File: src/design/cbd_pkg.sv
// Shared types and constants for the cassette block deframer.
// Holds the result word layout, the sync and block-type byte codes and the FF run constants.
// No dependencies.
`default_nettype none

package cbd_pkg;

    // Tape byte codes
    localparam logic [7:0] BYTE_ZERO = 8'h00;
    localparam logic [7:0] BYTE_ONE  = 8'h01;
    localparam logic [7:0] BYTE_FF   = 8'hFF;
    localparam logic [7:0] BYTE_SYNC = 8'h3C;

    // Block types
    localparam logic [1:0] BLK_HEADER = 2'd0;
    localparam logic [1:0] BLK_DATA   = 2'd1;
    localparam logic [1:0] BLK_END    = 2'd2;

    // Result kinds
    localparam logic RES_PAYLOAD   = 1'b0;
    localparam logic RES_BLOCK_END = 1'b1;

    // Configuration
    localparam logic [3:0] MIN_FF_RUN_RESET = 4'd2;
    localparam logic [3:0] FF_RUN_MAX       = 4'd15;

    // One result word
    typedef struct packed {
        logic       result_kind;
        logic [1:0] block_type;
        logic [7:0] payload_byte;
        logic [7:0] byte_index;
        logic [7:0] length_of_block;
        logic       checksum_ok;
        logic       any_error;
    } cbd_result_t;

endpackage

`default_nettype wire

File: src/design/cbd_core.sv
// Deframer state machine: sync hunt, block phases, running checksum and sticky error.
// Updates its state once per advanced byte and forms the result word combinationally.
// Depends on cbd_pkg.
`default_nettype none

module cbd_core
    import cbd_pkg::*;
(
    input  wire logic        clk,
    input  wire logic        rst_n,
    input  wire logic        advance,
    input  wire logic [7:0]  byte_in,
    input  wire logic [3:0]  min_ff_run,
    output cbd_result_t      res,
    output logic             res_hit
);

    // Phase codes
    localparam logic [1:0] PH_HUNT = 2'd0;
    localparam logic [1:0] PH_LEN  = 2'd1;
    localparam logic [1:0] PH_DATA = 2'd2;
    localparam logic [1:0] PH_SUM  = 2'd3;

    logic [1:0] phase_reg,          phase_next;
    logic       sync_armed_reg,     sync_armed_next;
    logic [3:0] ff_run_reg,         ff_run_next;
    logic [7:0] prev_hunt_byte_reg, prev_hunt_byte_next;
    logic [1:0] current_type_reg,   current_type_next;
    logic [7:0] current_length_reg, current_length_next;
    logic [7:0] data_index_reg,     data_index_next;
    logic [7:0] running_sum_reg,    running_sum_next;
    logic       error_flag_reg,     error_flag_next;

    logic [7:0] sum_add;
    logic [7:0] index_inc;
    logic       sum_match;
    logic       start_blk;
    logic [1:0] start_type;

    assign sum_add   = running_sum_reg + byte_in;
    assign index_inc = data_index_reg + 8'd1;
    assign sum_match = (running_sum_reg == byte_in);

    // Block opener decode while sync is armed
    always_comb
    begin
        start_blk  = 1'b0;
        start_type = BLK_HEADER;
        if (sync_armed_reg)
        begin
            case (byte_in)
                BYTE_ZERO:
                begin
                    start_blk  = 1'b1;
                    start_type = BLK_HEADER;
                end
                BYTE_ONE:
                begin
                    start_blk  = 1'b1;
                    start_type = BLK_DATA;
                end
                BYTE_FF:
                begin
                    start_blk  = 1'b1;
                    start_type = BLK_END;
                end
                default:
                begin
                    start_blk  = 1'b0;
                    start_type = BLK_HEADER;
                end
            endcase
        end
    end

    // Next state and result
    always_comb
    begin
        phase_next          = phase_reg;
        sync_armed_next     = sync_armed_reg;
        ff_run_next         = ff_run_reg;
        prev_hunt_byte_next = prev_hunt_byte_reg;
        current_type_next   = current_type_reg;
        current_length_next = current_length_reg;
        data_index_next     = data_index_reg;
        running_sum_next    = running_sum_reg;
        error_flag_next     = error_flag_reg;

        res_hit                 = 1'b0;
        res.result_kind         = RES_PAYLOAD;
        res.block_type          = current_type_reg;
        res.payload_byte        = 8'd0;
        res.byte_index          = 8'd0;
        res.length_of_block     = current_length_reg;
        res.checksum_ok         = 1'b0;
        res.any_error           = error_flag_reg;

        case (phase_reg)
            PH_LEN:
            begin
                current_length_next = byte_in;
                running_sum_next    = sum_add;
                data_index_next     = 8'd0;
                phase_next          = (byte_in == 8'd0) ? PH_SUM : PH_DATA;
            end
            PH_DATA:
            begin
                res_hit          = 1'b1;
                res.payload_byte = byte_in;
                res.byte_index   = data_index_reg;
                running_sum_next = sum_add;
                data_index_next  = index_inc;
                if (index_inc == current_length_reg)
                    phase_next = PH_SUM;
            end
            PH_SUM:
            begin
                res_hit         = 1'b1;
                res.result_kind = RES_BLOCK_END;
                res.checksum_ok = sum_match;
                res.any_error   = error_flag_reg | ~sum_match;
                error_flag_next = error_flag_reg | ~sum_match;
                phase_next      = PH_HUNT;
                sync_armed_next = 1'b0;
                ff_run_next     = 4'd0;
            end
            default:
            begin
                // Hunting: every byte is remembered, the type byte included
                prev_hunt_byte_next = byte_in;
                if (start_blk)
                begin
                    current_type_next = start_type;
                    running_sum_next  = byte_in;
                    sync_armed_next   = 1'b0;
                    ff_run_next       = 4'd0;
                    phase_next        = PH_LEN;
                end
                else if (byte_in == BYTE_ZERO)
                    ff_run_next = 4'd0;
                else if (byte_in == BYTE_FF)
                begin
                    if (ff_run_reg != FF_RUN_MAX)
                        ff_run_next = ff_run_reg + 4'd1;
                end
                else if (byte_in == BYTE_SYNC)
                begin
                    if ((ff_run_reg >= min_ff_run) && (prev_hunt_byte_reg == BYTE_ONE))
                    begin
                        sync_armed_next = 1'b1;
                        ff_run_next     = 4'd0;
                    end
                end
            end
        endcase
    end

    // State registers
    always_ff @(posedge clk or negedge rst_n)
    begin
        if (!rst_n)
        begin
            phase_reg          <= PH_HUNT;
            sync_armed_reg     <= 1'b0;
            ff_run_reg         <= 4'd0;
            prev_hunt_byte_reg <= 8'd0;
            current_type_reg   <= BLK_HEADER;
            current_length_reg <= 8'd0;
            data_index_reg     <= 8'd0;
            running_sum_reg    <= 8'd0;
            error_flag_reg     <= 1'b0;
        end
        else if (advance)
        begin
            phase_reg          <= phase_next;
            sync_armed_reg     <= sync_armed_next;
            ff_run_reg         <= ff_run_next;
            prev_hunt_byte_reg <= prev_hunt_byte_next;
            current_type_reg   <= current_type_next;
            current_length_reg <= current_length_next;
            data_index_reg     <= data_index_next;
            running_sum_reg    <= running_sum_next;
            error_flag_reg     <= error_flag_next;
        end
    end

`ifndef SYNTHESIS
    // Error flag is sticky
    a_error_sticky: assert property (@(posedge clk) disable iff (!rst_n)
        error_flag_reg |=> error_flag_reg)
        else $error("error flag cleared");

    // In the payload phase the index stays below the block length
    a_index_range: assert property (@(posedge clk) disable iff (!rst_n)
        (phase_reg == PH_DATA) |-> (data_index_reg < current_length_reg))
        else $error("payload index out of range");

    // Sync is only armed while hunting
    a_sync_hunt: assert property (@(posedge clk) disable iff (!rst_n)
        sync_armed_reg |-> (phase_reg == PH_HUNT))
        else $error("sync armed inside a block");

    // Block end words only come from the checksum phase
    a_end_from_sum: assert property (@(posedge clk) disable iff (!rst_n)
        (res_hit && (res.result_kind == RES_BLOCK_END)) |-> (phase_reg == PH_SUM))
        else $error("block end outside checksum phase");
`endif

endmodule

`default_nettype wire

File: src/design/cassette_block_deframer.sv
// An accepted byte is registered in the input stage, its result word in the result register.
// One byte per cycle unless stalled, set by the single-pass state update and 8-bit sum adder.
// Payload bytes give one word each, checksum bytes one block-end word, all others none.
// Reset: asynchronous, clears the deframer to hunting with min_ff_run at 2 and no error.
// Top level of the cassette block deframer; depends on cbd_pkg and cbd_core.
`default_nettype none

module cassette_block_deframer
    import cbd_pkg::*;
(
    input  wire logic        clk,
    input  wire logic        rst_n,
    // configuration
    input  wire logic        cfg_wr_en,
    input  wire logic [3:0]  cfg_wr_data,
    // byte input
    input  wire logic        in_valid,
    output logic             in_stall,
    input  wire logic [7:0]  tape_byte,
    // result output
    output logic             out_valid,
    input  wire logic        out_stall,
    output logic             result_kind,
    output logic [1:0]       block_type,
    output logic [7:0]       payload_byte,
    output logic [7:0]       byte_index,
    output logic [7:0]       length_of_block,
    output logic             checksum_ok,
    output logic             any_error
);

    logic [3:0]  min_ff_run_reg;
    logic        s1_valid_reg;
    logic [7:0]  s1_byte_reg;
    logic        out_valid_reg;
    cbd_result_t out_word_reg;
    cbd_result_t core_res;
    logic        core_hit;
    logic        out_free;
    logic        advance;

    // Stage handshake: the input stage moves when the result register can take a word
    assign out_free = ~out_valid_reg | ~out_stall;
    assign advance  = s1_valid_reg & out_free;
    assign in_stall = s1_valid_reg & ~out_free;

    // Configuration register
    always_ff @(posedge clk or negedge rst_n)
    begin
        if (!rst_n)
            min_ff_run_reg <= MIN_FF_RUN_RESET;
        else if (cfg_wr_en)
            min_ff_run_reg <= cfg_wr_data;
    end

    // Input register
    always_ff @(posedge clk or negedge rst_n)
    begin
        if (!rst_n)
            s1_valid_reg <= 1'b0;
        else if (!in_stall)
            s1_valid_reg <= in_valid;
    end

    always_ff @(posedge clk)
    begin
        if (in_valid && !in_stall)
            s1_byte_reg <= tape_byte;
    end

    cbd_core u_core (
        .clk        (clk),
        .rst_n      (rst_n),
        .advance    (advance),
        .byte_in    (s1_byte_reg),
        .min_ff_run (min_ff_run_reg),
        .res        (core_res),
        .res_hit    (core_hit)
    );

    // Result register
    always_ff @(posedge clk or negedge rst_n)
    begin
        if (!rst_n)
            out_valid_reg <= 1'b0;
        else if (out_free)
            out_valid_reg <= advance & core_hit;
    end

    always_ff @(posedge clk)
    begin
        if (advance && core_hit)
            out_word_reg <= core_res;
    end

    assign out_valid       = out_valid_reg;
    assign result_kind     = out_word_reg.result_kind;
    assign block_type      = out_word_reg.block_type;
    assign payload_byte    = out_word_reg.payload_byte;
    assign byte_index      = out_word_reg.byte_index;
    assign length_of_block = out_word_reg.length_of_block;
    assign checksum_ok     = out_word_reg.checksum_ok;
    assign any_error       = out_word_reg.any_error;

`ifndef SYNTHESIS
    // Input only stalls with a byte held in the input stage
    a_stall_held: assert property (@(posedge clk) disable iff (!rst_n)
        in_stall |-> s1_valid_reg)
        else $error("input stall with empty input stage");

    // A stalled input stage keeps its byte
    a_stage_hold: assert property (@(posedge clk) disable iff (!rst_n)
        in_stall |=> (s1_valid_reg && $stable(s1_byte_reg)))
        else $error("input stage lost a byte under stall");

    // A word is never overwritten while stalled at the output
    a_no_overwrite: assert property (@(posedge clk) disable iff (!rst_n)
        (out_valid_reg && out_stall) |-> !advance)
        else $error("input stage advanced into a full result register");
`endif

endmodule

`default_nettype wire
File: config.mk
export PLATFORM = sky130hd
export DESIGN_NAME = cassette_block_deframer
export DESIGN_NICKNAME = d
export VERILOG_FILES = /design/src/design/cbd_pkg.sv /design/src/design/cbd_core.sv /design/src/design/cassette_block_deframer.sv
export SDC_FILE = /design/constraint.sdc
export NUM_CORES = 1
export LEC_CHECK = 0
export BUFFER_PORTS_ARGS = -buffer_cell sky130_fd_sc_hd__buf_2
export CAP_MARGIN = 20
export CORE_MARGIN = 5
export CORE_UTILIZATION = 45
export DETAILED_ROUTE_END_ITERATION = 8
export SLEW_MARGIN = 25
export SYNTH_ARGS = -nofsm -noshare
export SYNTH_HDL_FRONTEND = slang
export SYNTH_SLANG_ARGS = --single-unit
File: constraint.sdc
create_clock -name clk -period 3.4 [get_ports clk]
set_clock_uncertainty 0.05 [all_clocks]
set_input_delay 0.51 -clock clk [delete_from_list [all_inputs] [get_ports clk]]
set_output_delay 0.51 -clock clk [all_outputs]
set_load 0.05 [all_outputs]
### After elaboration in Yosys (flattened, before gate mapping)

Cells that the tools add are included.

* add/sub/neg operators: 3
* multipliers: 0
* div/mod/pow operators: 0
* $lt $le $gt $ge: 1
* equality and inequality tests: 14
* shifts and indexed selects: 0
* mux-type cells: 27
* bitwise operators: 12
* reductions and logical operators: 25

Operator list (count)
* $pmux 8 s2: 2
* $mux 4: 6
* $eq 8x1->1 const B: 2
* $eq 8x8->1: 2
* $mux 1: 11
* $reduce_bool 5->1: 2
* $reduce_and 3->1: 3
* $add 8x1->8 const B: 1
* $add 8x8->8: 1
* $eq 8x6->1 const B: 1
* $eq 8x8->1 const B: 1
* $logic_not 8->1: 1
* $mux 8: 1
* $pmux 4 s2: 1
* $reduce_and 2->1: 4
* $not 1->1: 7
* $mux 2: 3
* $ne 3x2->1 const B: 2
* $pmux 2 s3: 1
* $reduce_and 6->1: 1
* $reduce_bool 3->1: 2
* $reduce_or 3->1: 2
* $ne 5x3->1 const B: 1
* $reduce_and 5->1: 1
* 15 further kinds: 23

* bits in registers: 85
* bits in latches: 0
* bits in writable memories: 0
* ROM bits: 0
* input port bits: 17
* word-level logic and storage cells: 102
* memories: 0

### Logic depth before layout (Yosys ltp)

Gate-level depths: netlist of run 1.

* depth after elaboration: 8
* gate-level depth with buffers: 9
* depth with buffers taken out: 9

### Hierarchy

From an unflattened synthesis of run 1, not the netlist that was laid out.

* cell total of the unflattened synthesis: 357
* area total of the unflattened synthesis: 4169.0 µm²

Modules (own cells, without submodules)
* cbd_core: instances 1, cells an instance 301, area an instance 2817.7 µm²
* cassette_block_deframer: instances 1, cells an instance 56, area an instance 1351.3 µm²

### Worst setup path before layout of run 1

No wires, ideal clock.

* kind: register to register
* start point: reg u_core.phase_reg[0]
* end point: reg out_word_reg, in the netlist any_error (enable)
* setup time: 0.415 ns
* data arrival time: 2.181 ns
* required time: 2.935 ns
* path slack: 0.754 ns
* stages on the path, launching flop included: 6
* path buffers: 1
* clock period less this slack: 2.646 ns
* cells stage by stage: dfrtp_1 inv_1 ha_1 clkbuf_1 nor2_1 nor2_1

* cells in the longest elaborated chain, start to end: 4

Ends and longest elaborated chain
* from (decl): RTL line cbd_core.sv:24 `logic [1:0] phase_reg, phase_next;`
* from (signal assigned): RTL line cbd_core.sv:175 `phase_reg <= phase_next;`
* $eq 2x2->1: RTL line cbd_core.sv:98 `case (phase_reg)`
* $reduce_or 2->1 (no source line) (*)
* $mux 1 (*): RTL line cbd_core.sv:98
* $logic_and 1x1->1 (*): RTL line cassette_block_deframer.sv:92 `if (advance && core_hit)`
* to (signal assigned): RTL line cassette_block_deframer.sv:93 `out_word_reg <= core_res;`
* to (decl): RTL line cassette_block_deframer.sv:36 `cbd_result_t out_word_reg;`

Every way passes the cells marked *; elsewhere a longest branch is shown, timed or not.
A chain may end at the register's enable or synchronous reset.

### Worst setup path after layout of run 1

* start point: reg u_core.phase_reg[0]
* end point: reg u_core.running_sum_reg[6]

* cells in the longest elaborated chain, start to end: 4

Ends and longest elaborated chain
* $eq 2x1->1 or $eq 2x2->1 (tied branches): RTL line cbd_core.sv:98
* $reduce_or 2->1 (no source line)
* $reduce_bool 2->1 (no source line)
* $reduce_and 3->1 (no source line)
* to (signal assigned): RTL line cbd_core.sv:182 `running_sum_reg <= running_sum_next;`
* to (decl): RTL line cbd_core.sv:31 `logic [7:0] running_sum_reg, running_sum_next;`

Several ways; a longest one is shown, not always the timed one.

==> results of run 1 <==
-- cell families after synthesis --
group                      Yosys count
AOI/OAI and AO/OA                   73
and+or+nand+nor                    123
buffers and inverters               30
adders and majority gates           18
DFF                                 85
xor gates and xnor gates            11
muxes                               23
-- per-stage QoR --
step | setup slack [ns] | hold slack [ns] | utilization, % | cells | area (um2)
floorplan | 0.754 | 0.164 | - | 363 | 4180
global placement | 0.903 | 0.393 | 49.6 | 515 | 4540
detailed placement | 0.816 | 0.393 | 49.6 | 515 | 4540
CTS | 0.826 | 0.233 | 51.5 | 531 | 4710
global route | 0.586 | 0.256 | 51.5 | 531 | 4710
finish | 0.814 | 0.205 | 51.5 | 531 | 4710
-- layer usage --
metal	vias to the layer above	GRT usage, %	wire length, um
met5	-	0	0
met4	0	5.27	111
met3	8	3.10	331
met2	54	25.8	3950
met1	1380	21.5	4010
li1	1427	-	-
-- worst register-to-register path, delay by kind of cell (launching register included) --
kind | cells | cell delay (ns)
DFF | 1 | 0.43
and+or+nand+nor | 3 | 0.88
adders and majority gates | 1 | 0.67
AOI/OAI and AO/OA | 1 | 0.11
buffers and inverters | 2 | 0.41
-- cell usage after synthesis, drive strengths merged (2+ instances only) --
cell type,n,area (um2)
and3,3,23.8
o221ai,2,17.5
clkbuf,8,31.3
a21o,5,37.5
o31ai,6,45.0
nor4,4,46.3
nor2b,4,25.0
xnor2,8,70.1
o21ai,26,130
a22o,2,17.5
mux2,16,180
inv,20,75.1
a21boi,3,26.3
dfrtp,47,1180
nand4,7,43.8
nor2,15,58.8
or3,2,12.5
o2111ai,3,32.5
a211oi,4,30.0
nand2,37,146
nor3,7,35.0
nand2b,4,25.0
ha,17,213
a21oi,7,35.0
o211ai,2,15.0
edfxtp,37,1110
or4,3,22.5
mux2i,7,70.1
a211o,2,17.5
nand3,11,55.1
nor3b,2,15.0
and2,22,138
buf,2,12.5
xor2,3,26.3
-- cells in the final DEF (no fill, tap or decap), drive strengths merged, types with 2 or more instances in the layout --
| cell | netlist | final |
|---|---|---|
| a211oi | 4 | 4 |
| nand2 | 37 | 37 |
| a21boi | 3 | 3 |
| a21o | 5 | 5 |
| a21oi | 7 | 7 |
| ha | 17 | 17 |
| nand4 | 7 | 7 |
| clkinv | 0 | 2 |
| edfxtp | 37 | 37 |
| o221ai | 2 | 2 |
| dfrtp | 47 | 47 |
| and2 | 22 | 22 |
| xor2 | 3 | 3 |
| and3 | 3 | 3 |
| nor2 | 15 | 15 |
| buf | 2 | 51 |
| nor4 | 4 | 4 |
| xnor2 | 8 | 8 |
| inv | 20 | 22 |
| o2111ai | 3 | 3 |
| or4 | 3 | 3 |
| o211ai | 2 | 2 |
| mux2 | 16 | 16 |
| o31ai | 6 | 6 |
| o21ai | 26 | 26 |
| a211o | 2 | 2 |
| or3 | 2 | 2 |
| nand2b | 4 | 4 |
| nand3 | 11 | 11 |
| clkinvlp | 0 | 3 |
| nor2b | 4 | 4 |
| mux2i | 7 | 7 |
| a22o | 2 | 2 |
| nor3 | 7 | 7 |
| clkbuf | 8 | 9 |
| nor3b | 2 | 2 |
-- final cells by class --
| cell class | count | area share [%] |
|---|---|---|
| repair buffers | 51 | 5.63 |
| flip-flops and latches | 85 | 49.1 |
| clock buffers | 9 | 2.63 |
| multi-input cells | 248 | 37.1 |
| clock inverters | 7 | 1.04 |
| well taps | 111 | 2.95 |
| inverters | 20 | 1.59 |
-- where the power goes --
| group | switching, W | internal, W |
|---|---|---|
| Sequential | 0.000219 | 0.00147 |
| Combinational | 0.00127 | 0.000650 |
| Clock | 0.000374 | 0.000267 |
-- final timing paths --
check,startpoint,endpoint,slack [ns],cells after the start
worst max-delay path,u_core.phase_reg[0],u_core.running_sum_reg[6],0.81,7
min in group clk,tape_byte[7],s1_byte_reg[7],0.28,1
max in group asynchronous,rst_n,u_core.running_sum_reg[7],2.38,2
worst max register to register,u_core.phase_reg[0],u_core.running_sum_reg[6],0.81,7
worst min register to register,u_core.current_type_reg[1],block_type[1],0.41,0
worst min-delay path,rst_n,u_core.current_length_reg[5],0.21,1
==> impl_results.html, run 1 <==
<table>
<tr><th>Metric</th><th>Value</th></tr>
<tr><th colspan="2">Clocking</th></tr>
<tr><td>Clock sink count</td><td>85</td></tr>
<tr><td>Number of instances resized during post-cts repair</td><td>0</td></tr>
<tr><td>CTS Root Cell</td><td>clkbuf_8</td></tr>
<tr><td>Clock insertion delay at the later pin of the skew report</td><td>0.35 ns</td></tr>
<tr><td>Number of buffers inserted during clock tree synthesis</td><td>9</td></tr>
<tr><td>Maximum clock insertion buffer count</td><td>2</td></tr>
<tr><td>Hold bufs inserted after CTS</td><td>0</td></tr>
<tr><td>H-tree level count</td><td>3</td></tr>
<tr><td>TritonCTS clock tree</td><td>built</td></tr>
<tr><td>Post-CTS clock slew at the launch and capture registers of the worst setup and hold paths</td><td>0.09 ns</td></tr>
<tr><td>Number of buffers inserted to repair setup after CTS</td><td>0</td></tr>
<tr><th colspan="2">Drt</th></tr>
<tr><td>Routed Antenna Nets</td><td>0</td></tr>
<tr><td>Pre-Repair DR Iteration Count</td><td>4</td></tr>
<tr><td>Ratio of routed vias to standard cells</td><td>5.40</td></tr>
<tr><td>Wire length reported by the detailed router</td><td>8400 um</td></tr>
<tr><td>Number of violations reported at the end of detailed-routing iteration 0</td><td>129</td></tr>
<tr><td>DRC errors left</td><td>0</td></tr>
<tr><td>Via count</td><td>2869</td></tr>
<tr><td>WL/cell</td><td>15.8 um</td></tr>
<tr><th colspan="2">Timing</th></tr>
<tr><td>Slew at the pin closest to its max-slew limit</td><td>0.835 ns</td></tr>
<tr><td>Ratio of final minimum period to clock period</td><td>76.1%</td></tr>
<tr><td>Number of pins with negative max-slew slack in the final report</td><td>0</td></tr>
<tr><td>Final total negative setup slack</td><td>0 ns</td></tr>
<tr><td>Unrepaired setup endpoints after global routing</td><td>false</td></tr>
<tr><td>Hold Vio Cnt, Final</td><td>0</td></tr>
<tr><td>Highest clock frequency the design can meet</td><td>387 MHz</td></tr>
<tr><td>Minimum period implied by the final worst setup slack</td><td>2.59 ns</td></tr>
<tr><td>Final setup violating endpoints</td><td>0</td></tr>
<tr><td>Worst max-slew margin expressed relative to the limit</td><td>44.3%</td></tr>
<tr><th colspan="2">Logic synthesis</th></tr>
<tr><td>Yosys warning count</td><td>0</td></tr>
<tr><td>Mean area per synthesized cell</td><td>11.5 um2</td></tr>
<tr><td>Dominant combinational cell family by area after synthesis</td><td>simple AND/OR/NAND/NOR gates</td></tr>
<tr><td>Leading register cell type out of synthesis</td><td>dfrtp_1</td></tr>
<tr><td>Arithmetic-cell share of the synthesized area counting full adders, half adders and majority gates</td><td>5.57%</td></tr>
<tr><td>Count of unique library cells instantiated by Yosys</td><td>61</td></tr>
<tr><td>Net count after synthesis</td><td>398</td></tr>
<tr><td>Post-synthesis instance area</td><td>4180 um2</td></tr>
<tr><td>Portion of netlist area occupied by mux cells</td><td>5.99%</td></tr>
<tr><td>Synthesized-area fraction occupied by ao, oa, aoi and oai cells</td><td>12.0%</td></tr>
<tr><td>Number of enable flip-flop cells after synthesis</td><td>37</td></tr>
<tr><td>Register area share after synthesis</td><td>55.4%</td></tr>
<tr><td>Cells after Synth</td><td>363</td></tr>
<tr><td>Post-synthesis share of cell area spent on and, or, nand and nor gates</td><td>15.9%</td></tr>
<tr><td>Post-synthesis share of cell area spent on xor and xnor gates</td><td>2.31%</td></tr>
<tr><td>Fraction of registers with async set/reset</td><td>56.5%</td></tr>
<tr><td>Count of state elements after synthesis</td><td>85</td></tr>
<tr><th colspan="2">GRT</th></tr>
<tr><td>Global-route wire length before repair</td><td>14300 um</td></tr>
<tr><td>Largest net degree at the start of global routing</td><td>37</td></tr>
<tr><td>GRT overflow</td><td>0</td></tr>
<tr><td>GRT Overall Usage</td><td>15.9%</td></tr>
<tr><td>Via count of the first global-routing pass</td><td>2908</td></tr>
<tr><td>Number of antenna violations at the first check in global routing</td><td>0</td></tr>
<tr><th colspan="2">Floorplan</th></tr>
<tr><td>Starting density of the core</td><td>45.7%</td></tr>
<tr><td>Count of pins on the block boundary</td><td>48</td></tr>
<tr><td>Std-Cell Core Area</td><td>9150 um2</td></tr>
<tr><td>Area of the die</td><td>11300 um2</td></tr>
<tr><td>Die Ht</td><td>106 um</td></tr>
<tr><td>Overall die width</td><td>106 um</td></tr>
<tr><td>Number of placement rows</td><td>35</td></tr>
<tr><th colspan="2">Pwr</th></tr>
<tr><td>Largest vdd supply drop</td><td>0.358 mV</td></tr>
<tr><td>Leakage power total</td><td>2.00 nW</td></tr>
<tr><td>Cell Pwr Density</td><td>901 nW/um2</td></tr>
<tr><td>Post-route total power</td><td>0.00425 W</td></tr>
<tr><th colspan="2">Layout</th></tr>
<tr><td>Syn-to-layout area delta</td><td>12.8%</td></tr>
<tr><td>Fill count</td><td>808</td></tr>
<tr><td>Share of post-route cells with drive strength above 1</td><td>21.9%</td></tr>
<tr><td>Antenna diode count</td><td>0</td></tr>
<tr><td>Combined area of the multi-input logic cells</td><td>1750 um2</td></tr>
<tr><td>Post-layout nets</td><td>450</td></tr>
<tr><td>Sequential cell area</td><td>2310 um2</td></tr>
<tr><th colspan="2">Status</th></tr>
<tr><td>Status</td><td>completed</td></tr>
<tr><th colspan="2">Critical path</th></tr>
<tr><td>Slowest stage cell, crit path</td><td>ha_1</td></tr>
<tr><td>Slowest stage delay, CP</td><td>0.67 ns</td></tr>
<tr><td>Nature of the critical path endpoint</td><td>register</td></tr>
<tr><td>Critical Path Start Type</td><td>register</td></tr>
<tr><td>Largest delay share family, worst path</td><td>simple AND/OR/NAND/NOR gates</td></tr>
<tr><td>Data arrival time of the critical path</td><td>2.82 ns</td></tr>
<tr><td>Category of the critical setup timing path</td><td>register to register</td></tr>
<tr><td>Ordered list of cells on the worst path</td><td>inv_1, ha_1, inv_1, or3_1, or3_1, and3_1, o21ai_1</td></tr>
<tr><td>Data required time at the worst endpoint</td><td>3.64 ns</td></tr>
<tr><td>Maximum fanout along the worst path</td><td>16</td></tr>
<tr><td>Crit path buffers/inverters</td><td>2</td></tr>
<tr><th colspan="2">Place</th></tr>
<tr><td>RD Place Congestion</td><td>0.859</td></tr>
<tr><td>Number of I/O port buffers</td><td>47</td></tr>
<tr><td>Detailed placer's ending HPWL</td><td>6090 um</td></tr>
<tr><th colspan="2">Worst hold path</th></tr>
<tr><td>Tightest Hold Check Type</td><td>input port to asynchronous set/reset pin</td></tr>
<tr><th colspan="2">Flow run</th></tr>
<tr><td>Reported max-cap violation count</td><td>0</td></tr>
</table>
No activity file was read; power rests on OpenSTA's default activity.
==> run 2: changes to the inputs <==
--- a/config.mk
+++ b/config.mk
@@ -5,11 +5,13 @@
 export SDC_FILE = /design/constraint.sdc
 export NUM_CORES = 1
 export LEC_CHECK = 0
+export ABC_AREA = 1
 export BUFFER_PORTS_ARGS = -buffer_cell sky130_fd_sc_hd__buf_2
 export CAP_MARGIN = 20
 export CORE_MARGIN = 5
 export CORE_UTILIZATION = 45
 export DETAILED_ROUTE_END_ITERATION = 8
+export PLACE_DENSITY = 0.66
 export SLEW_MARGIN = 25
 export SYNTH_ARGS = -nofsm -noshare
 export SYNTH_HDL_FRONTEND = slang
==> constraint.sdc (replaced) <==
create_clock -name clk -period 2.15 [get_ports clk]
set_clock_uncertainty 0.05 [all_clocks]
set_input_delay 0.3225 -clock clk [delete_from_list [all_inputs] [get_ports clk]]
set_output_delay 0.3225 -clock clk [all_outputs]
set_load 0.05 [all_outputs]
==> run 2 against run 1 <==
Compared with the run above:
- via count increased by 15%
- worst setup slack lost 0.64 ns
- worst hold slack got worse by 0.20 ns
- first-iteration DRC count is 26% higher
- die area increased by 2.0%
- synthesized area grew 2.2%
- utilization rose by 1.2 points
- sequential cell count did not move
- power rose by 43%
- routed wire length up 7.8%
- critical endpoint unchanged
==> impl_results.html, run 2 <==
<table>
<tr><th>Metric</th><th>Value</th></tr>
<tr><th colspan="2">Logic synthesis</th></tr>
<tr><td>Leading register cell type out of synthesis</td><td>dfrtp_1</td></tr>
<tr><td>Top cells by area, synth</td><td>dfrtp_1 28%, edfxtp_1 26%, nand2_1 12%</td></tr>
<tr><td>Yosys warning count</td><td>0 (unchanged)</td></tr>
<tr><td>List of most frequent post-synthesis cells</td><td>136 x nand2_1, 68 x inv_1, 47 x dfrtp_1</td></tr>
<tr><td>Count of unique library cells instantiated by Yosys</td><td>40 (-34%)</td></tr>
<tr><td>Count of state elements after synthesis</td><td>85 (unchanged)</td></tr>
<tr><td>Fraction of registers with async set/reset</td><td>56.5% (unchanged)</td></tr>
<tr><td>Net count after synthesis</td><td>513 (+29%)</td></tr>
<tr><td>Library cell with the largest summed area after synthesis</td><td>dfrtp_1</td></tr>
<tr><td>Most instantiated library cell after synthesis</td><td>nand2_1</td></tr>
<tr><td>Register area share after synthesis</td><td>54.1% (-1.2 points)</td></tr>
<tr><td>Post-synthesis instance area</td><td>4270 um2 (+2.2%)</td></tr>
<tr><td>Mean area per synthesized cell</td><td>8.94 um2 (-22%)</td></tr>
<tr><td>Cells after Synth</td><td>478 (+32%)</td></tr>
<tr><td>Number of enable flip-flop cells after synthesis</td><td>37 (unchanged)</td></tr>
<tr><td>Portion of synthesized cell area occupied by the leading cell type</td><td>27.5% (-0.62 points)</td></tr>
<tr><th colspan="2">Critical path</th></tr>
<tr><td>Slowest stage cell, crit path</td><td>edfxtp_1</td></tr>
<tr><td>Nature of the critical path endpoint</td><td>register</td></tr>
<tr><td>Data arrival time of the critical path</td><td>2.19 ns (-0.63 ns)</td></tr>
<tr><td>Maximum fanout along the worst path</td><td>7 (-9)</td></tr>
<tr><td>Slowest stage delay, CP</td><td>0.52 ns (-0.15 ns)</td></tr>
<tr><td>R2R Path End</td><td>u_core.running_sum_reg[6]</td></tr>
<tr><td>Launch instance of the worst register-to-register path</td><td>s1_byte_reg[0]</td></tr>
<tr><td>Critical Path Start Type</td><td>register</td></tr>
<tr><td>R2r worst-path depth</td><td>11 (+4)</td></tr>
<tr><td>Ordered list of cells on the worst path</td><td>ha_1, inv_1, fa_1, inv_1, nand4_1, nand3_1, or2_2, nand3_1, o21ai_0, nand2_1, nand2_1</td></tr>
<tr><td>Data required time at the worst endpoint</td><td>2.36 ns (-1.28 ns)</td></tr>
<tr><td>Register-to-register path setup slack</td><td>0.17 ns (-0.64 ns)</td></tr>
<tr><td>Category of the critical setup timing path</td><td>register to register</td></tr>
<tr><th colspan="2">GRT</th></tr>
<tr><td>Global-route wire length before repair</td><td>14900 um (+4.7%)</td></tr>
<tr><td>Largest net degree at the start of global routing</td><td>49 (+32%)</td></tr>
<tr><td>Via count of the first global-routing pass</td><td>3170 (+9.0%)</td></tr>
<tr><td>GRT overflow</td><td>0 (unchanged)</td></tr>
<tr><td>GRT Overall Usage</td><td>16.6% (+0.71 points)</td></tr>
<tr><td>Number of antenna violations at the first check in global routing</td><td>0 (unchanged)</td></tr>
<tr><th colspan="2">Pwr</th></tr>
<tr><td>Switching power of the nets</td><td>0.00269 W (+44%)</td></tr>
<tr><td>Leakage power total</td><td>2.37 nW (+18%)</td></tr>
<tr><td>Share of total power consumed by net switching</td><td>44.3% (+0.41 points)</td></tr>
<tr><td>Sequential share of power</td><td>40.8% (+1.1 points)</td></tr>
<tr><td>Cell Pwr Density</td><td>1250 nW/um2 (+39%)</td></tr>
<tr><td>Cell internal pwr</td><td>0.00339 W (+42%)</td></tr>
<tr><td>Combinational fraction of design power</td><td>41.7% (-3.5 points)</td></tr>
<tr><td>Largest vdd supply drop</td><td>0.597 mV (+67%)</td></tr>
<tr><td>Clock network fraction of total power</td><td>17.5% (+2.4 points)</td></tr>
<tr><th colspan="2">Timing</th></tr>
<tr><td>Unrepaired setup endpoints after global routing</td><td>false</td></tr>
<tr><td>Hold Vio Cnt, Final</td><td>0 (unchanged)</td></tr>
<tr><td>Worst max-slew margin expressed relative to the limit</td><td>43.5% (-0.84 points)</td></tr>
<tr><td>Final setup violating endpoints</td><td>0 (unchanged)</td></tr>
<tr><td>Minimum period implied by the final worst setup slack</td><td>1.98 ns (-0.605 ns)</td></tr>
<tr><td>Final total negative setup slack</td><td>0 ns (unchanged)</td></tr>
<tr><td>Number of pins with negative max-slew slack in the final report</td><td>0 (unchanged)</td></tr>
<tr><td>Ratio of final minimum period to clock period</td><td>92.1% (+16 points)</td></tr>
<tr><td>Highest clock frequency the design can meet</td><td>505 MHz (+31%)</td></tr>
<tr><td>Slew at the pin closest to its max-slew limit</td><td>0.846 ns (+0.0106 ns)</td></tr>
<tr><th colspan="2">Floorplan</th></tr>
<tr><td>Number of placement rows</td><td>35 (unchanged)</td></tr>
<tr><td>Overall die width</td><td>107 um (+1.0%)</td></tr>
<tr><td>Area of the die</td><td>11500 um2 (+2.0%)</td></tr>
<tr><td>Count of pins on the block boundary</td><td>48 (unchanged)</td></tr>
<tr><td>Std-Cell Core Area</td><td>9240 um2 (+0.96%)</td></tr>
<tr><td>Starting density of the core</td><td>46.2% (+0.58 points)</td></tr>
<tr><td>Die Ht</td><td>107 um (+1.0%)</td></tr>
<tr><th colspan="2">Layout</th></tr>
<tr><td>Leading cell type in the layout, fill and taps excluded</td><td>nand2_1</td></tr>
<tr><td>Syn-to-layout area delta</td><td>13.9%</td></tr>
<tr><td>Share of post-route cells with drive strength above 1</td><td>17.6% (-4.3 points)</td></tr>
<tr><td>Commonest non-fill, non-tap cells in the layout</td><td>136 x nand2_1, 68 x inv_1, 47 x buf_2, 47 x dfrtp_1, 37 x edfxtp_1</td></tr>
<tr><td>Antenna diode count</td><td>0 (unchanged)</td></tr>
<tr><td>Post-layout nets</td><td>569 (+26%)</td></tr>
<tr><td>Non-filler instance count after layout</td><td>668 (+26%)</td></tr>
<tr><th colspan="2">Clocking</th></tr>
<tr><td>Number of buffers inserted to repair setup after CTS</td><td>0 (unchanged)</td></tr>
<tr><td>Maximum clock insertion buffer count</td><td>2 (unchanged)</td></tr>
<tr><td>Clock sink count</td><td>85 (unchanged)</td></tr>
<tr><td>H-tree level count</td><td>3 (unchanged)</td></tr>
<tr><td>Number of buffers inserted during clock tree synthesis</td><td>9 (unchanged)</td></tr>
<tr><td>CTS Root Cell</td><td>clkbuf_8</td></tr>
<tr><td>Clock insertion delay at the later pin of the skew report</td><td>0.36 ns (about the same)</td></tr>
<tr><td>TritonCTS clock tree</td><td>built</td></tr>
<tr><td>Post-CTS clock slew at the launch and capture registers of the worst setup and hold paths</td><td>0.10 ns (about the same)</td></tr>
<tr><th colspan="2">Place</th></tr>
<tr><td>Number of cells after detailed placement</td><td>652 (+27%)</td></tr>
<tr><td>RD Place Congestion</td><td>0.828 (-3.7%)</td></tr>
<tr><td>Number of I/O port buffers</td><td>47 (unchanged)</td></tr>
<tr><td>Detailed placer's ending HPWL</td><td>6700 um (+9.9%)</td></tr>
<tr><th colspan="2">Drt</th></tr>
<tr><td>Pre-Repair DR Iteration Count</td><td>4 (unchanged)</td></tr>
<tr><td>Wire length reported by the detailed router</td><td>9050 um (+7.8%)</td></tr>
<tr><td>DRC errors left</td><td>0 (unchanged)</td></tr>
<tr><td>Ratio of routed vias to standard cells</td><td>4.94 (-8.6%)</td></tr>
<tr><td>WL/cell</td><td>13.5 um (-14%)</td></tr>
<tr><td>Number of violations reported at the end of detailed-routing iteration 0</td><td>162 (+26%)</td></tr>
<tr><td>Routed Antenna Nets</td><td>0 (unchanged)</td></tr>
<tr><td>Via count</td><td>3299 (+15%)</td></tr>
<tr><th colspan="2">Status</th></tr>
<tr><td>Status</td><td>completed</td></tr>
<tr><th colspan="2">Worst hold path</th></tr>
<tr><td>Tightest Hold Check Type</td><td>input port to asynchronous set/reset pin</td></tr>
<tr><th colspan="2">Flow run</th></tr>
<tr><td>Reported max-cap violation count</td><td>0 (unchanged)</td></tr>
</table>
[run 2: critical path: cells and delay by family (launching register included)]
family / cells / cell delay [ns]
AND/OR/NAND/NOR: 6 / 0.62
AO/OA/AOI/OAI: 1 / 0.08
flip-flops: 1 / 0.52
buffers and inverters: 2 / 0.13
adder cells (fa/ha/maj): 2 / 0.46
[run 2: cell type report]
cell class	count	area, um2
tap	129	161
clock buffer	9	124
sequential	85	2310
clock inverter	7	55.1
timing repair buffer	51	265
inverter	74	278
multi-input combinational	313	1670
fill	854	4370
[run 2: power by group through the flow]
stage / clock (W) / sequential (W) / combinational (W)
CTS: 0.00108 / 0.00248 / 0.00253
floorplan: 0 / 0.00289 / 0.00150
finish: 0.00107 / 0.00248 / 0.00254
global route: 0.00116 / 0.00253 / 0.00284
detailed placement: 0 / 0.00251 / 0.00253
global placement: 0 / 0.00250 / 0.00247
[run 2: through the flow]
step	hold slack, ns	power [W]	area [um2]	util [%]	setup slack (ns)
floorplan	-0.0231	0.00439	4280	-	0.0282
global placement	0.389	0.00497	4680	50.6	0.201
detailed placement	0.389	0.00504	4680	50.6	0.156
CTS	0.0333	0.00610	4860	52.6	0.142
global route	0.0479	0.00653	4870	52.7	0.0188
finish	0.00821	0.00608	4870	52.7	0.169
[run 2: metal layers]
layer  routed length (um)  up-vias  GRT usage (%)
li1                     -     1666              -
met1                 4140     1550           21.4
met2                 4370       70           27.3
met3                  376       13           3.96
met4                  161        0           6.31
met5                    0        -              0
[run 2: how the worst max path moves through the flow]
| stage | startpoint | to | slack [ns] | depth (start not counted) |
|---|---|---|---|---|
| after floorplan | out_valid | s1_byte_reg[0] | 0.03 | 5 |
| after global placement | s1_byte_reg[0] | u_core.running_sum_reg[6] | 0.20 | 11 |
| after detailed placement | s1_byte_reg[3] | any_error | 0.16 | 5 |
| after CTS | s1_byte_reg[3] | any_error | 0.14 | 5 |
| after global routing | s1_byte_reg[2] | u_core.running_sum_reg[6] | 0.02 | 11 |
| final | s1_byte_reg[0] | u_core.running_sum_reg[6] | 0.17 | 11 |
[run 2: kinds of logic (layout without fill, tap and decap cells)]
logic type / Yosys count / count (layout) / synth area share (%)
and+or+nand+nor: 228 / 228 / 23.7
DFF: 85 / 85 / 54.1
buffers and inverters: 80 / 141 / 7.20
AOI/OAI and AO/OA: 59 / 59 / 7.85
adders and majority gates: 18 / 18 / 5.45
xor gates and xnor gates: 7 / 7 / 1.43
muxes: 1 / 1 / 0.264
[run 2: what timing repair did]
item | in CTS | in global routing
endpoints found under the setup margin | 0 | 4
resized for setup | 0 | 2
hold buffers | 0 | 0
==> run 3: changes to the inputs <==
--- a/config.mk
+++ b/config.mk
@@ -12,6 +12,7 @@
 export CORE_UTILIZATION = 45
 export DETAILED_ROUTE_END_ITERATION = 8
 export PLACE_DENSITY = 0.66
+export RECOVER_POWER = 50
 export SLEW_MARGIN = 25
 export SYNTH_ARGS = -nofsm -noshare
 export SYNTH_HDL_FRONTEND = slang
==> run 3 against run 2 <==
Compared with the run above:
- global-route usage stayed put
- register-to-register slack hardly changed
- critical path depth stayed put
- critical path type unchanged
==> impl_results.html, run 3 (same netlist as run 2, synthesis figures left out) <==
<table>
<tr><th>Metric</th><th>Value</th></tr>
<tr><th colspan="2">Drt</th></tr>
<tr><td>Routed Antenna Nets</td><td>0 (unchanged)</td></tr>
<tr><td>WL/cell</td><td>13.6 um (+0.43%)</td></tr>
<tr><td>Ratio of routed vias to standard cells</td><td>4.93 (-0.18%)</td></tr>
<tr><td>Pre-Repair DR Iteration Count</td><td>5 (+1)</td></tr>
<tr><td>Wire length reported by the detailed router</td><td>9090 um (+0.43%)</td></tr>
<tr><td>DRC errors left</td><td>0 (unchanged)</td></tr>
<tr><td>Number of violations reported at the end of detailed-routing iteration 0</td><td>162 (unchanged)</td></tr>
<tr><td>Via count</td><td>3293 (-0.18%)</td></tr>
<tr><th colspan="2">Pwr</th></tr>
<tr><td>Leakage power total</td><td>2.30 nW (-3.2%)</td></tr>
<tr><td>Post-route total power</td><td>0.00606 W (-0.40%)</td></tr>
<tr><td>Largest vdd supply drop</td><td>0.597 mV (about the same)</td></tr>
<tr><td>Cell Pwr Density</td><td>1250 nW/um2 (+0.35%)</td></tr>
<tr><th colspan="2">Clocking</th></tr>
<tr><td>H-tree level count</td><td>3 (unchanged)</td></tr>
<tr><td>Clock insertion delay at the later pin of the skew report</td><td>0.36 ns (about the same)</td></tr>
<tr><td>Maximum clock insertion buffer count</td><td>2 (unchanged)</td></tr>
<tr><td>TritonCTS clock tree</td><td>built</td></tr>
<tr><td>Post-CTS clock slew at the launch and capture registers of the worst setup and hold paths</td><td>0.10 ns (about the same)</td></tr>
<tr><td>Clock sink count</td><td>85 (unchanged)</td></tr>
<tr><td>Number of buffers inserted during clock tree synthesis</td><td>9 (unchanged)</td></tr>
<tr><td>CTS Root Cell</td><td>clkbuf_8</td></tr>
<tr><td>Hold bufs inserted after CTS</td><td>0 (unchanged)</td></tr>
<tr><th colspan="2">GRT</th></tr>
<tr><td>Largest net degree at the start of global routing</td><td>49 (unchanged)</td></tr>
<tr><td>Number of antenna violations at the first check in global routing</td><td>0 (unchanged)</td></tr>
<tr><td>Via count of the first global-routing pass</td><td>3170 (unchanged)</td></tr>
<tr><td>Global-route wire length before repair</td><td>14900 um (unchanged)</td></tr>
<tr><td>GRT overflow</td><td>0 (unchanged)</td></tr>
<tr><td>GRT Overall Usage</td><td>16.6% (unchanged)</td></tr>
<tr><th colspan="2">Floorplan</th></tr>
<tr><td>Number of placement rows</td><td>35 (unchanged)</td></tr>
<tr><td>Count of pins on the block boundary</td><td>48 (unchanged)</td></tr>
<tr><td>Overall die width</td><td>107 um (unchanged)</td></tr>
<tr><td>Die Ht</td><td>107 um (unchanged)</td></tr>
<tr><td>Starting density of the core</td><td>46.2% (unchanged)</td></tr>
<tr><td>Std-Cell Core Area</td><td>9240 um2 (unchanged)</td></tr>
<tr><td>Area of the die</td><td>11500 um2 (unchanged)</td></tr>
<tr><th colspan="2">Layout</th></tr>
<tr><td>Commonest non-fill, non-tap cells in the layout</td><td>136 x nand2_1, 68 x inv_1, 47 x dfrtp_1, 37 x edfxtp_1, 36 x o21ai_0</td></tr>
<tr><td>Syn-to-layout area delta</td><td>13.0%</td></tr>
<tr><td>Fill count</td><td>865 (+1.3%)</td></tr>
<tr><td>Share of post-route cells with drive strength above 1</td><td>12.6% (-5.0 points)</td></tr>
<tr><td>Antenna diode count</td><td>0 (unchanged)</td></tr>
<tr><td>Post-layout nets</td><td>569 (unchanged)</td></tr>
<tr><td>Leading cell type in the layout, fill and taps excluded</td><td>nand2_1</td></tr>
<tr><th colspan="2">Worst hold path</th></tr>
<tr><td>Tightest Hold Check Type</td><td>input port to register</td></tr>
<tr><th colspan="2">Timing</th></tr>
<tr><td>Minimum period implied by the final worst setup slack</td><td>1.98 ns (-0.000107 ns)</td></tr>
<tr><td>Minimum setup slack in the final design</td><td>0.169 ns (+0.000107 ns)</td></tr>
<tr><td>Hold Vio Cnt, Final</td><td>0 (unchanged)</td></tr>
<tr><td>Highest clock frequency the design can meet</td><td>505 MHz (about the same)</td></tr>
<tr><td>Slew at the pin closest to its max-slew limit</td><td>1.25 ns (+0.409 ns)</td></tr>
<tr><td>Final setup violating endpoints</td><td>0 (unchanged)</td></tr>
<tr><td>Final total negative setup slack</td><td>0 ns (unchanged)</td></tr>
<tr><td>Number of pins with negative max-slew slack in the final report</td><td>0 (unchanged)</td></tr>
<tr><td>Unrepaired setup endpoints after global routing</td><td>false</td></tr>
<tr><td>Ratio of final minimum period to clock period</td><td>92.1% (about the same)</td></tr>
<tr><td>Worst max-slew margin expressed relative to the limit</td><td>16.4% (-27 points)</td></tr>
<tr><th colspan="2">Place</th></tr>
<tr><td>Detailed placer's ending HPWL</td><td>6700 um (unchanged)</td></tr>
<tr><td>RD Place Congestion</td><td>0.828 (unchanged)</td></tr>
<tr><td>Number of I/O port buffers</td><td>47 (unchanged)</td></tr>
<tr><td>Post-place setup slack</td><td>0.156 ns (unchanged)</td></tr>
<tr><th colspan="2">Critical path</th></tr>
<tr><td>Category of the critical setup timing path</td><td>register to register</td></tr>
<tr><td>Crit path buffers/inverters</td><td>2 (unchanged)</td></tr>
<tr><td>Critical Path Start Type</td><td>register</td></tr>
<tr><td>Data required time at the worst endpoint</td><td>2.36 ns (about the same)</td></tr>
<tr><td>Nature of the critical path endpoint</td><td>register</td></tr>
<tr><td>Ordered list of cells on the worst path</td><td>ha_1, inv_1, fa_1, inv_1, nand4_1, nand3_1, or2_2, nand3_1, o21ai_0, nand2_1, nand2_1</td></tr>
<tr><td>Largest delay share family, worst path</td><td>simple AND/OR/NAND/NOR gates</td></tr>
<tr><td>Slowest stage delay, CP</td><td>0.52 ns (about the same)</td></tr>
<tr><td>Slowest stage cell, crit path</td><td>edfxtp_1</td></tr>
<tr><td>Data arrival time of the critical path</td><td>2.19 ns (about the same)</td></tr>
<tr><td>Maximum fanout along the worst path</td><td>7 (unchanged)</td></tr>
<tr><th colspan="2">Flow run</th></tr>
<tr><td>Reported max-cap violation count</td><td>0 (unchanged)</td></tr>
<tr><th colspan="2">Status</th></tr>
<tr><td>Status</td><td>completed</td></tr>
</table>
-- run 3: power by group --
group | internal [W] | leakage [nW] | switching [W]
logic | 0.000729 | 1.25 | 0.00178
clock network | 0.000434 | 0.0870 | 0.000632
registers | 0.00219 | 0.957 | 0.000289
total | 0.00336 | 2.30 | 0.00270
-- run 3: repair_timing --
| item | CTS | global route |
|---|---|---|
| gates resized for setup | 0 | 2 |
| buffers inserted | 0 | 0 |
| endpoints found under the setup margin | 0 | 4 |
-- run 3: layer usage --
metal  wire length (um)  global-route usage, %  share of wire [%]
met1               4170                   21.4                 46
met5                  0                      0                  0
met2               4350                   27.3                 48
met4                161                   6.31                1.8
met3                401                   3.96                4.4
-- run 3: stage by stage --
stage / util, % / std cells / area [um2] / hold WS, ns
final: 52.3 / 668 / 4830 / 0.0752
after global routing: 52.3 / 668 / 4830 / 0.0546
after CTS: 52.6 / 668 / 4860 / 0.0333
after detailed placement: 50.6 / 652 / 4680 / 0.389
after global placement: 50.6 / 652 / 4680 / 0.389
after floorplan: - / 478 / 4280 / -0.0231
-- run 3: layout make-up --
class                      instances  area (um2)  area share [%]
clock buffer                       9         124            2.56
multi-input combinational        313        1670            34.6
sequential                        85        2310            47.9
timing repair buffer              51         229            4.74
clock inverter                     7        55.1            1.14
inverter                          74         278            5.75
tap                              129         161            3.34
-- run 3: worst paths after layout --
| check | startpoint | endpoint | slack (ns) | cells after the start |
|---|---|---|---|---|
| setup / recovery | s1_byte_reg[0] | u_core.running_sum_reg[6] | 0.17 | 11 |
| hold reg to reg | u_core.error_flag_reg | u_core.error_flag_reg | 0.41 | 2 |
| hold / removal | tape_byte[3] | s1_byte_reg[3] | 0.08 | 1 |
| max in group asynchronous | rst_n | u_core.prev_hunt_byte_reg[4] | 1.04 | 2 |
| setup reg to reg | s1_byte_reg[0] | u_core.running_sum_reg[6] | 0.17 | 11 |
| min in group asynchronous | rst_n | u_core.ff_run_reg[3] | 0.25 | 2 |
